===== src/design/cal_pkg.sv =====
// Shared types, codes and constants for the command / acknowledge link controller.
// No dependencies; imported by every module of the block.
package cal_pkg;

	localparam int FRAME_BYTES = 8;
	localparam int IDX_W       = $clog2(FRAME_BYTES);
	localparam int CNT_W       = IDX_W + 1;
	localparam int FRAME_W     = 8 * FRAME_BYTES;
	localparam int WAIT_W      = 10;
	localparam int GAP_W       = 8;
	localparam int ADDR_W      = 4;
	localparam int DATA_W      = 32;

	// Frame bytes and thresholds
	localparam logic [7:0] HDR_VAR_LEN  = 8'hFD;
	localparam logic [7:0] HDR_FIX_LEN  = 8'hEF;
	localparam logic [7:0] CMD_LEN_BYTE = 8'h08;
	localparam logic [7:0] TYPE_NO_SEQ  = 8'h71;
	localparam logic [7:0] TYPE_LONG    = 8'h70;
	localparam logic [7:0] CHAN_BIG_END = 8'h01;
	localparam logic [7:0] MIN_ACK_LEN  = 8'h02;

	// Register map, index of each register
	localparam logic [1:0] REG_LONG_WAIT  = 2'd0;
	localparam logic [1:0] REG_SHORT_WAIT = 2'd1;
	localparam logic [1:0] REG_BYTE_GAP   = 2'd2;

	localparam logic [WAIT_W-1:0] LONG_WAIT_RST  = WAIT_W'(500);
	localparam logic [WAIT_W-1:0] SHORT_WAIT_RST = WAIT_W'(100);
	localparam logic [GAP_W-1:0]  BYTE_GAP_RST   = GAP_W'(20);

	typedef enum logic [1:0] {
		OP_SEND = 2'd0,
		OP_BYTE = 2'd1,
		OP_TICK = 2'd2
	} op_t;

	typedef enum logic [1:0] {
		KIND_FRAME   = 2'd0,
		KIND_ACK     = 2'd1,
		KIND_TIMEOUT = 2'd2
	} kind_t;

	typedef struct packed {
		logic [WAIT_W-1:0] long_wait;
		logic [WAIT_W-1:0] short_wait;
		logic [GAP_W-1:0]  byte_gap;
	} cfg_t;

	typedef struct packed {
		logic [1:0]  op;
		logic [7:0]  channel;
		logic [7:0]  header;
		logic [7:0]  sequence_req;
		logic [7:0]  msg_type;
		logic [7:0]  dev_address;
		logic [15:0] payload;
		logic [7:0]  rx_byte;
	} item_t;

	typedef struct packed {
		logic               valid;
		kind_t              kind;
		logic [FRAME_W-1:0] frame;
	} result_t;

endpackage


===== src/design/command_ack_link_controller_unit.sv =====
// Top level of the command / acknowledge link controller: request register, output register.
// Depends on cal_pkg, cal_regs, cal_frame_build and cal_ack_engine.
//
// Usage:
//   Input channel (in_valid / in_ready) carries one request: op selects a command send,
//   a received link byte, or a timer tick; the command fields matter only for a send.
//   Output channel (out_valid / out_ready) carries a kind code and a 64-bit frame:
//   the command frame to transmit, a good ack frame, or an ack timeout (frame zero).
//   Bytes and ticks that complete nothing give no result.
//   An accepted request is evaluated in the request register; its result is captured in
//   the output register and offered from then on. Throughput is one request per cycle
//   unless the receiver stalls; the single-pass update in cal_ack_engine sets that figure.
//   When the receiver stalls, the pending result holds in the output register, one more
//   request waits in the request register, and in_ready drops after that.
//   Reset clears both registers, the ack buffer, counters and timers and loads the tick
//   registers with 500, 100 and 20. There is no clearing pass; requests are taken at
//   once after reset. The APB port has no wait states (pready is tied high); registers
//   lie at byte addresses 0, 4 and 8.
module command_ack_link_controller_unit (
	input  logic                        clk,
	input  logic                        arst_n,
	// Request channel
	input  logic                        in_valid,
	output logic                        in_ready,
	input  logic [1:0]                  op,
	input  logic [7:0]                  channel,
	input  logic [7:0]                  header,
	input  logic [7:0]                  sequence_req,
	input  logic [7:0]                  msg_type,
	input  logic [7:0]                  dev_address,
	input  logic [15:0]                 payload,
	input  logic [7:0]                  rx_byte,
	// Result channel
	output logic                        out_valid,
	input  logic                        out_ready,
	output logic [1:0]                  kind,
	output logic [cal_pkg::FRAME_W-1:0] frame,
	// Configuration port
	input  logic                        psel,
	input  logic                        penable,
	input  logic                        pwrite,
	input  logic [cal_pkg::ADDR_W-1:0]  paddr,
	input  logic [cal_pkg::DATA_W-1:0]  pwdata,
	output logic [cal_pkg::DATA_W-1:0]  prdata,
	output logic                        pready
);
	import cal_pkg::*;

	item_t              item_s1;
	logic               valid_s1;
	logic               advance;
	logic               in_acc;
	cfg_t               cfg;
	logic [FRAME_W-1:0] cmd_frame;
	result_t            res;
	logic               out_valid_q;
	kind_t              kind_q;
	logic [FRAME_W-1:0] frame_q;

	assign pready  = 1'b1;
	assign advance = valid_s1 && (!out_valid_q || out_ready);
	assign in_ready = !valid_s1 || advance;
	assign in_acc  = in_valid && in_ready;

	cal_regs u_regs (
		.clk     (clk),
		.arst_n  (arst_n),
		.psel    (psel),
		.penable (penable),
		.pwrite  (pwrite),
		.paddr   (paddr),
		.pwdata  (pwdata),
		.prdata  (prdata),
		.cfg     (cfg)
	);

	// Request register
	always_ff @(posedge clk or negedge arst_n) begin
		if (!arst_n) begin
			valid_s1 <= 1'b0;
		end else if (in_acc) begin
			valid_s1 <= 1'b1;
		end else if (advance) begin
			valid_s1 <= 1'b0;
		end
	end

	always_ff @(posedge clk) begin
		if (in_acc) begin
			item_s1 <= '{op: op, channel: channel, header: header,
			             sequence_req: sequence_req, msg_type: msg_type,
			             dev_address: dev_address, payload: payload, rx_byte: rx_byte};
		end
	end

	cal_frame_build u_frame (
		.item  (item_s1),
		.frame (cmd_frame)
	);

	cal_ack_engine u_engine (
		.clk       (clk),
		.arst_n    (arst_n),
		.go        (advance),
		.item      (item_s1),
		.cfg       (cfg),
		.cmd_frame (cmd_frame),
		.res       (res)
	);

	// Output register
	always_ff @(posedge clk or negedge arst_n) begin
		if (!arst_n) begin
			out_valid_q <= 1'b0;
		end else if (advance) begin
			out_valid_q <= res.valid;
		end else if (out_ready) begin
			out_valid_q <= 1'b0;
		end
	end

	always_ff @(posedge clk) begin
		if (advance && res.valid) begin
			kind_q  <= res.kind;
			frame_q <= res.frame;
		end
	end

	assign out_valid = out_valid_q;
	assign kind      = kind_q;
	assign frame     = frame_q;

`ifndef SYNTHESIS
	a_timeout_zero: assert property (@(posedge clk) disable iff (!arst_n)
		out_valid_q && kind_q == KIND_TIMEOUT |-> frame_q == '0)
		else $error("timeout result with nonzero frame");
	a_no_overrun: assert property (@(posedge clk) disable iff (!arst_n)
		valid_s1 && !advance |-> !in_ready)
		else $error("request taken while stage is stalled");
`endif

endmodule


===== src/design/cal_regs.sv =====
// Configuration registers behind the APB-style port: wait and gap tick limits.
// Depends on cal_pkg.
module cal_regs (
	input  logic                        clk,
	input  logic                        arst_n,
	input  logic                        psel,
	input  logic                        penable,
	input  logic                        pwrite,
	input  logic [cal_pkg::ADDR_W-1:0]  paddr,
	input  logic [cal_pkg::DATA_W-1:0]  pwdata,
	output logic [cal_pkg::DATA_W-1:0]  prdata,
	output cal_pkg::cfg_t               cfg
);
	import cal_pkg::*;

	cfg_t       cfg_q;
	logic       wr_en;
	logic [1:0] reg_idx;

	assign reg_idx = paddr[ADDR_W-1:2];
	assign wr_en   = psel && penable && pwrite;

	// Register writes on the access cycle
	always_ff @(posedge clk or negedge arst_n) begin
		if (!arst_n) begin
			cfg_q.long_wait  <= LONG_WAIT_RST;
			cfg_q.short_wait <= SHORT_WAIT_RST;
			cfg_q.byte_gap   <= BYTE_GAP_RST;
		end else if (wr_en) begin
			case (reg_idx)
				REG_LONG_WAIT:  cfg_q.long_wait  <= pwdata[WAIT_W-1:0];
				REG_SHORT_WAIT: cfg_q.short_wait <= pwdata[WAIT_W-1:0];
				REG_BYTE_GAP:   cfg_q.byte_gap   <= pwdata[GAP_W-1:0];
				default: ;
			endcase
		end
	end

	// Read mux
	always_comb begin
		case (reg_idx)
			REG_LONG_WAIT:  prdata = DATA_W'(cfg_q.long_wait);
			REG_SHORT_WAIT: prdata = DATA_W'(cfg_q.short_wait);
			REG_BYTE_GAP:   prdata = DATA_W'(cfg_q.byte_gap);
			default:        prdata = '0;
		endcase
	end

	assign cfg = cfg_q;

endmodule


===== src/design/cal_frame_build.sv =====
// Command frame assembly: header, length, sequence, type, address, data, XOR check byte.
// Depends on cal_pkg.
module cal_frame_build (
	input  cal_pkg::item_t               item,
	output logic [cal_pkg::FRAME_W-1:0]  frame
);
	import cal_pkg::*;

	logic [7:0] fb [FRAME_BYTES];
	logic       big_end;
	logic [7:0] chk;

	assign big_end = (item.channel == CHAN_BIG_END);

	always_comb begin
		fb[0] = item.header;
		fb[1] = CMD_LEN_BYTE;
		// Sequence is dropped for this type on the big-endian channel
		fb[2] = (big_end && item.msg_type == TYPE_NO_SEQ) ? 8'h00 : item.sequence_req;
		fb[3] = item.msg_type;
		fb[4] = item.dev_address;
		fb[5] = big_end ? item.payload[15:8] : item.payload[7:0];
		fb[6] = big_end ? item.payload[7:0]  : item.payload[15:8];
		chk   = '0;
		for (int k = 0; k < FRAME_BYTES - 1; k++) begin
			chk = chk ^ fb[k];
		end
		fb[FRAME_BYTES-1] = chk;
	end

	always_comb begin
		for (int k = 0; k < FRAME_BYTES; k++) begin
			frame[8*k +: 8] = fb[k];
		end
	end

endmodule


===== src/design/cal_ack_engine.sv =====
// Conversation state: ack header hunt, ack frame collection and check, wait and gap timers.
// Depends on cal_pkg; takes the command frame from cal_frame_build.
module cal_ack_engine (
	input  logic                         clk,
	input  logic                         arst_n,
	input  logic                         go,
	input  cal_pkg::item_t               item,
	input  cal_pkg::cfg_t                cfg,
	input  logic [cal_pkg::FRAME_W-1:0]  cmd_frame,
	output cal_pkg::result_t             res
);
	import cal_pkg::*;

	logic [7:0]        ack_buf_q [FRAME_BYTES];
	logic [CNT_W-1:0]  ack_count_q;
	logic              collecting_q;
	logic              waiting_q;
	logic [WAIT_W-1:0] wait_left_q;
	logic [GAP_W-1:0]  gap_left_q;

	logic [7:0]        ack_buf_d [FRAME_BYTES];
	logic [CNT_W-1:0]  ack_count_d;
	logic              collecting_d;
	logic              waiting_d;
	logic [WAIT_W-1:0] wait_left_d;
	logic [GAP_W-1:0]  gap_left_d;

	// Buffer with the incoming byte written in, and its running XOR
	logic [7:0]             nb [FRAME_BYTES];
	logic [7:0]             px [FRAME_BYTES];
	logic [FRAME_BYTES-1:0] chk_ok;
	logic [FRAME_W-1:0]     nb_packed;
	logic [CNT_W-1:0]       cnt_inc;
	logic [7:0]             ack_len;
	logic [IDX_W-1:0]       last_idx;
	logic [WAIT_W-1:0]      wait_dec;
	logic [GAP_W-1:0]       gap_dec;
	logic                   is_hdr;

	always_comb begin
		for (int k = 0; k < FRAME_BYTES; k++) begin
			nb[k] = (ack_count_q[IDX_W-1:0] == IDX_W'(k)) ? item.rx_byte : ack_buf_q[k];
		end
		px[0] = '0;
		for (int k = 1; k < FRAME_BYTES; k++) begin
			px[k] = px[k-1] ^ nb[k-1];
		end
		for (int k = 0; k < FRAME_BYTES; k++) begin
			chk_ok[k]         = (nb[k] == px[k]);
			nb_packed[8*k +: 8] = nb[k];
		end
	end

	assign cnt_inc  = ack_count_q + CNT_W'(1);
	assign ack_len  = nb[1];
	assign last_idx = ack_len[IDX_W-1:0] - IDX_W'(1);
	assign wait_dec = (wait_left_q != '0) ? wait_left_q - WAIT_W'(1) : '0;
	assign gap_dec  = (gap_left_q != '0) ? gap_left_q - GAP_W'(1) : '0;
	assign is_hdr   = (item.rx_byte == HDR_VAR_LEN) || (item.rx_byte == HDR_FIX_LEN);

	// Next state and result for the item in the stage
	always_comb begin
		ack_buf_d    = ack_buf_q;
		ack_count_d  = ack_count_q;
		collecting_d = collecting_q;
		waiting_d    = waiting_q;
		wait_left_d  = wait_left_q;
		gap_left_d   = gap_left_q;
		res          = '{valid: 1'b0, kind: KIND_FRAME, frame: '0};

		case (item.op)
			OP_SEND: begin
				wait_left_d  = (item.msg_type >= TYPE_LONG) ? cfg.long_wait : cfg.short_wait;
				waiting_d    = 1'b1;
				collecting_d = 1'b0;
				ack_count_d  = '0;
				gap_left_d   = '0;
				res          = '{valid: 1'b1, kind: KIND_FRAME, frame: cmd_frame};
			end
			OP_BYTE: begin
				if (waiting_q && !collecting_q) begin
					// Header hunt
					if (is_hdr && cfg.byte_gap != '0) begin
						ack_buf_d[0] = item.rx_byte;
						ack_count_d  = CNT_W'(1);
						collecting_d = 1'b1;
						gap_left_d   = cfg.byte_gap;
					end
				end else if (waiting_q) begin
					ack_buf_d   = nb;
					ack_count_d = cnt_inc;
					if (ack_buf_q[0] == HDR_VAR_LEN) begin
						if (cnt_inc == CNT_W'(2) &&
						    (ack_len > CMD_LEN_BYTE || ack_len < MIN_ACK_LEN)) begin
							// Bad length: abort, timeout if the wait already ran out
							collecting_d = 1'b0;
							if (wait_left_q == '0) begin
								waiting_d = 1'b0;
								res       = '{valid: 1'b1, kind: KIND_TIMEOUT, frame: '0};
							end
						end else if (8'(cnt_inc) == ack_len) begin
							collecting_d = 1'b0;
							if (chk_ok[last_idx]) begin
								waiting_d = 1'b0;
								res       = '{valid: 1'b1, kind: KIND_ACK, frame: nb_packed};
							end else if (wait_left_q == '0) begin
								waiting_d = 1'b0;
								res       = '{valid: 1'b1, kind: KIND_TIMEOUT, frame: '0};
							end
						end
					end else if (cnt_inc >= CNT_W'(FRAME_BYTES)) begin
						collecting_d = 1'b0;
						if (chk_ok[FRAME_BYTES-1]) begin
							waiting_d = 1'b0;
							res       = '{valid: 1'b1, kind: KIND_ACK, frame: nb_packed};
						end else if (wait_left_q == '0) begin
							waiting_d = 1'b0;
							res       = '{valid: 1'b1, kind: KIND_TIMEOUT, frame: '0};
						end
					end
				end
			end
			OP_TICK: begin
				if (waiting_q) begin
					wait_left_d = wait_dec;
					if (collecting_q) begin
						gap_left_d = gap_dec;
						// Gap expiry drops the partial frame
						if (gap_dec == '0) begin
							collecting_d = 1'b0;
							if (wait_dec == '0) begin
								waiting_d = 1'b0;
								res       = '{valid: 1'b1, kind: KIND_TIMEOUT, frame: '0};
							end
						end
					end else if (wait_dec == '0) begin
						waiting_d = 1'b0;
						res       = '{valid: 1'b1, kind: KIND_TIMEOUT, frame: '0};
					end
				end
			end
			default: ;
		endcase

		if (!go) begin
			res.valid = 1'b0;
		end
	end

	// State registers
	always_ff @(posedge clk or negedge arst_n) begin
		if (!arst_n) begin
			for (int k = 0; k < FRAME_BYTES; k++) begin
				ack_buf_q[k] <= '0;
			end
			ack_count_q  <= '0;
			collecting_q <= 1'b0;
			waiting_q    <= 1'b0;
			wait_left_q  <= '0;
			gap_left_q   <= '0;
		end else if (go) begin
			ack_buf_q    <= ack_buf_d;
			ack_count_q  <= ack_count_d;
			collecting_q <= collecting_d;
			waiting_q    <= waiting_d;
			wait_left_q  <= wait_left_d;
			gap_left_q   <= gap_left_d;
		end
	end

`ifndef SYNTHESIS
	a_collect_in_wait: assert property (@(posedge clk) disable iff (!arst_n)
		collecting_q |-> waiting_q)
		else $error("collecting outside a wait");
	a_count_bound: assert property (@(posedge clk) disable iff (!arst_n)
		ack_count_q <= CNT_W'(FRAME_BYTES))
		else $error("ack byte count past frame size");
	a_ack_ends_wait: assert property (@(posedge clk) disable iff (!arst_n)
		res.valid && res.kind == KIND_ACK |=> !waiting_q && !collecting_q)
		else $error("good ack did not end the wait");
`endif

endmodule

===== config.mk =====
export PLATFORM = sky130hd
export DESIGN_NAME = command_ack_link_controller_unit
export DESIGN_NICKNAME = d
export VERILOG_FILES = /design/src/design/cal_pkg.sv /design/src/design/command_ack_link_controller_unit.sv /design/src/design/cal_regs.sv /design/src/design/cal_frame_build.sv /design/src/design/cal_ack_engine.sv
export SDC_FILE = /design/constraint.sdc
export NUM_CORES = 1
export LEC_CHECK = 0
export ABC_AREA = 1
export BUFFER_PORTS_ARGS = -buffer_cell sky130_fd_sc_hd__buf_2
export CAP_MARGIN = 20
export CORE_AREA = 2 2 121 240
export CTS_CLUSTER_DIAMETER = 100
export DETAILED_ROUTE_END_ITERATION = 16
export DIE_AREA = 0 0 123 242
export GPL_TIMING_DRIVEN = 0
export PLACE_DENSITY = 0.73
export SLEW_MARGIN = 20
export SYNTH_ARGS = -nofsm -noshare
export SYNTH_HDL_FRONTEND = slang
export SYNTH_SLANG_ARGS = --single-unit

===== constraint.sdc =====
create_clock -name clk -period 6.1 [get_ports clk]
set_input_delay 0.305 -clock clk [delete_from_list [all_inputs] [get_ports clk]]
set_output_delay 0.305 -clock clk [all_outputs]
set_load 0.03 [all_outputs]

==> impl_results.md <==
* Status: completed
* Die W at approximately 120 um
* CP Cell Sequence: inv_2, buf_2, ha_1, o21ai_0, inv_1, nand3_1, nand3_1, nand3_1, nand3_1, nand2_1, nand2_1, nand2_1, nand2_1, nor2_2, nand3_1, nand2_1, nand2_1, nand2_1, nand2_1, nand3_1, a21oi_1, nor2_4, buf_12, buf_12
* CTS max path bufs at 3
* Final #Nets at just over 2000
* CTS tree: built
* Register Area at ~0.007 mm^2
* Multi-input logic area at ~0.0057 mm^2
* Final instance area at between 0.015 and 0.02 mm^2
* Post-route minimum period at 5.922 ns
* Final period util at 97.09%
* DR iter-0 viols at a little over 900
* Compound-Gate Fraction of Synth Area at 15.04%
* Initial core utilization at 48.97%
* Post-synth EDFFs at 132
* Worst hold path depth at 3
* Clk slew on worst S/H paths at 0.07 ns
* Ratio of cells with drive above 1 in the final layout at 17.26%
* Cell family with most CP delay: simple AND/OR/NAND/NOR gates
* Xor/xnor share of the synthesized area at ~2.5%
* Crit-path slowest cell: o21ai_0
* Die footprint at 0.02977 mm^2
* Vias in the first global route at around 13000
* Largest net degree at the start of global routing at just over 70
* Hold Crit Start: in_valid
* Synth Register Bits at 250
* Hold EP: valid_s1
* # diodes at 0
* Drt pass-1 iters at 5
* Mapped Avg Cell Area at ~8.5 um^2
* Setup CP Type: flop to flop
* Total grt overflow at 0
* CP Launch Type: flop
* Initial antenna violation count at 0
* Share of flip-flops with an asynchronous set or reset at about 47%
* Wirelength per Cell at ~22 um
* Pwr Density at a little under 400 mW/mm^2
* CP bufs+invs at 5
* Rows at 87
* Clock Tree Root: clkbuf_16
* Number of CTS-inserted buffers at 23
* PortBufs at approximately 160
* P&R area growth vs syn at 21.15%
* Slew headroom at between 10% and 20%
* CTS HTree Levels at 1
* Final slew viol count at 0
* Core area at 0.02808 mm^2
* Worst EP arrival at 6.16 ns
* WL final at 49550 um
* Worst-Margin Slew at between 1 and 1.5 ns
* Dpl cell area at 0.01520 mm^2
* Seq/Total Area, Yosys at between 50% and 60%
* Synthesized instance count at 1615
* Post-DP HPWL at ~38000 um
* Ports at 210
* First-pass GRT wire length at ~74000 um
* Req. time, crit path at between 6 and 7 ns
* Origin of the critical flop-to-flop path: u_engine.ack_count_q[2]
* RSZ-0062 raised after global routing: no
* Avg Vias per Cell at 5.640
* Most frequent CP cell: nand2_1
* Synth Warn # at 0
* Detail Route Antenna Nets at 0
* Primary FF master, synth: edfxtp_1
* Drc violations at 0
* CP Max Fanout at 27
* Reg2Reg Depth at 24
* MaxCap Viol Count at 0
* Clock sink total at 250
* Routed vias at between 10000 and 15000
* Peak VDD IR at 0.2930 mV
* Later-pin clock latency in the skew report at roughly 0.55 ns
* Fin Setup TNS at 0 ns
* Final setup viols at 0
* Placer Congestion at 1.017
* Total GRT Usage at roughly a third
* Fin Clk Skew at 0.01334 ns
* HP Class: input pin to flop
* Fin. Hold Viols at 0
* Simple-gate share of the synthesized area at 22.17%
* Static leakage at approximately 7.4 nW
* Die Height at between 200 and 250 um
* Slowest stage delay, CP at roughly 1.0 ns
* FF-to-FF End: frame[8]
* Adder-Cell Fraction of Synth Area at ~1.4%
* Post-Syn Area at 0.01375 mm^2
* Worst Setup SP: u_engine.ack_count_q[2]
* Setup crit end kind: flop
* Synth unique cells at 50
* Max Fclk at 0.1688 GHz
* Layout fillers at about 2500
* Main combinational cell family by area after synthesis: simple AND/OR/NAND/NOR gates
* Total Power at 6.435 mW
* Register-to-register setup slack at 0.18 ns
* Multiplexer share of the synthesized area at 0%
[cell type report]
class                   count  share of cell area [%]
clock buffers              25                   3.500
well taps                 356                   2.673
multi-input cells        1122                   34.51
plain buffers              76                   2.719
flip-flops and latches    250                   41.60
repair buffers            240                   9.853
clock inverters            17                  0.9012
inverters                 188                   4.251
[cell usage after synthesis (19+ instances only)]
library cell,number,area [um^2]
buf_4,24,180.2
clkbuf_1,38,142.6
dfrtp_1,107,2678
edfxtp_1,132,3964
inv_1,184,690.7
nand2_1,442,1659
nand3_1,153,765.7
nor2_1,55,206.5
o21ai_0,204,1021
o21ai_2,19,166.4
o22ai_2,28,350.3
xnor2_1,24,210.2
[worst max-delay path by stage]
| stage | to | slack (ns) | cells past startpoint |
|---|---|---|---|
| final | frame[8] | 0.18 | 24 |
| after global routing | frame[47] | 0.07 | 26 |
| after CTS | frame[44] | 0.11 | 25 |
| after detailed placement | frame[14] | 0.16 | 25 |
| after global placement | frame[14] | -1.48 | 23 |
| after floorplan | frame[0] | 1.09 | 23 |
[cell families (layout without fill, tap and decap cells)]
family,after synthesis,after routing
compound gates,330,330
simple gates,714,714
fa+ha+maj,15,15
flops,250,250
xor+xnor,40,40
buf+inv,264,546
other cells,2,23
[where the power goes]
part	internal, mW	switching [mW]	total [mW]
Combinational	0.790	1.95	2.74
Sequential	2.06	0.164	2.22
Clock	0.784	0.685	1.47
Total	3.63	2.80	6.44
[cell usage in the layout (no fill, tap or decap), types with 5 or more instances in the layout]
cell type / netlist / final
buf_4: 24 / 30
o22ai_1: 17 / 17
edfxtp_1: 132 / 132
nand4_1: 13 / 13
clkbuf_1: 38 / 40
buf_2: 2 / 163
xor2_1: 16 / 16
buf_6: 10 / 10
nand3_2: 7 / 7
nor2_1: 55 / 54
o221ai_1: 5 / 5
o21ai_0: 204 / 204
nand2_2: 6 / 6
nand2_1: 442 / 442
clkbuf_16: 0 / 23
or2_2: 7 / 7
dfstp_2: 11 / 11
dfrtp_1: 107 / 107
o21ai_2: 19 / 19
inv_1: 184 / 183
clkinv_2: 0 / 7
clkinv_1: 3 / 5
a31oi_1: 6 / 6
nor4_1: 9 / 9
o211ai_1: 10 / 10
ha_1: 15 / 15
nor3_1: 13 / 13
dlygate4sd3_1: 0 / 68
xnor2_1: 24 / 24
conb_1: 2 / 23
o21ai_1: 10 / 10
a21oi_1: 13 / 13
nand3_1: 153 / 153
o22ai_2: 28 / 28
[layer usage]
layer	part of all wire, %	vias up	routed length [um]	track usage (%)
li1	-	5993	-	-
met1	29	6000	14540	29.23
met2	52	598	25990	61.31
met3	5.3	235	2621	4.308
met4	13	0	6400	33.59
met5	0	-	0	0
[metrics by stage]
step,setup slack [ns],hold WS [ns],instances,util [%]
final,0.1776,0.03820,2274,59.32
after global routing,0.07182,0.04076,2274,59.32
after CTS,0.1123,0.02352,2268,59.16
after detailed placement,0.1597,0.2413,2158,54.13
after global placement,-1.477,0.4620,2154,53.73
after floorplan,1.085,0.009409,1636,-
[timing repair]
item                                    in CTS  in global routing
endpoints found under the setup margin       0                 27
hold buffers                                68                  0
buffers inserted                             0                  6
hold endpoints to repair                   114                  0
resized for setup                            0                  0
[registers in the layout, summed over array words and instances, names as in the netlist]
register and cells:
u_engine.ack_count_q 4, u_engine.wait_left_q 10, kind 2, u_regs.cfg 28
u_engine.waiting_q 1, out_valid 1, u_engine.gap_left_q 8, item_s1 66
frame 64, valid_s1 1, u_engine.ack_buf_q 64, u_engine.collecting_q 1
[worst register-to-register path: stages (launching register included)]
cell     delay, ns
dfrtp_1       0.56
inv_2         0.18
buf_2         0.23
ha_1          0.32
o21ai_0       1.02
inv_1         0.25
nand3_1       0.18
nand3_1       0.37
nand3_1       0.25
nand3_1       0.12
nand2_1       0.12
nand2_1       0.05
nand2_1       0.08
nand2_1       0.06
nor2_2        0.25
nand3_1       0.12
nand2_1       0.09
nand2_1       0.05
nand2_1       0.11
nand2_1       0.08
nand3_1       0.14
a21oi_1       0.21
nor2_4        0.28
buf_12        0.24
buf_12        0.24
Note: power is estimated with default switching activity, not from simulation.
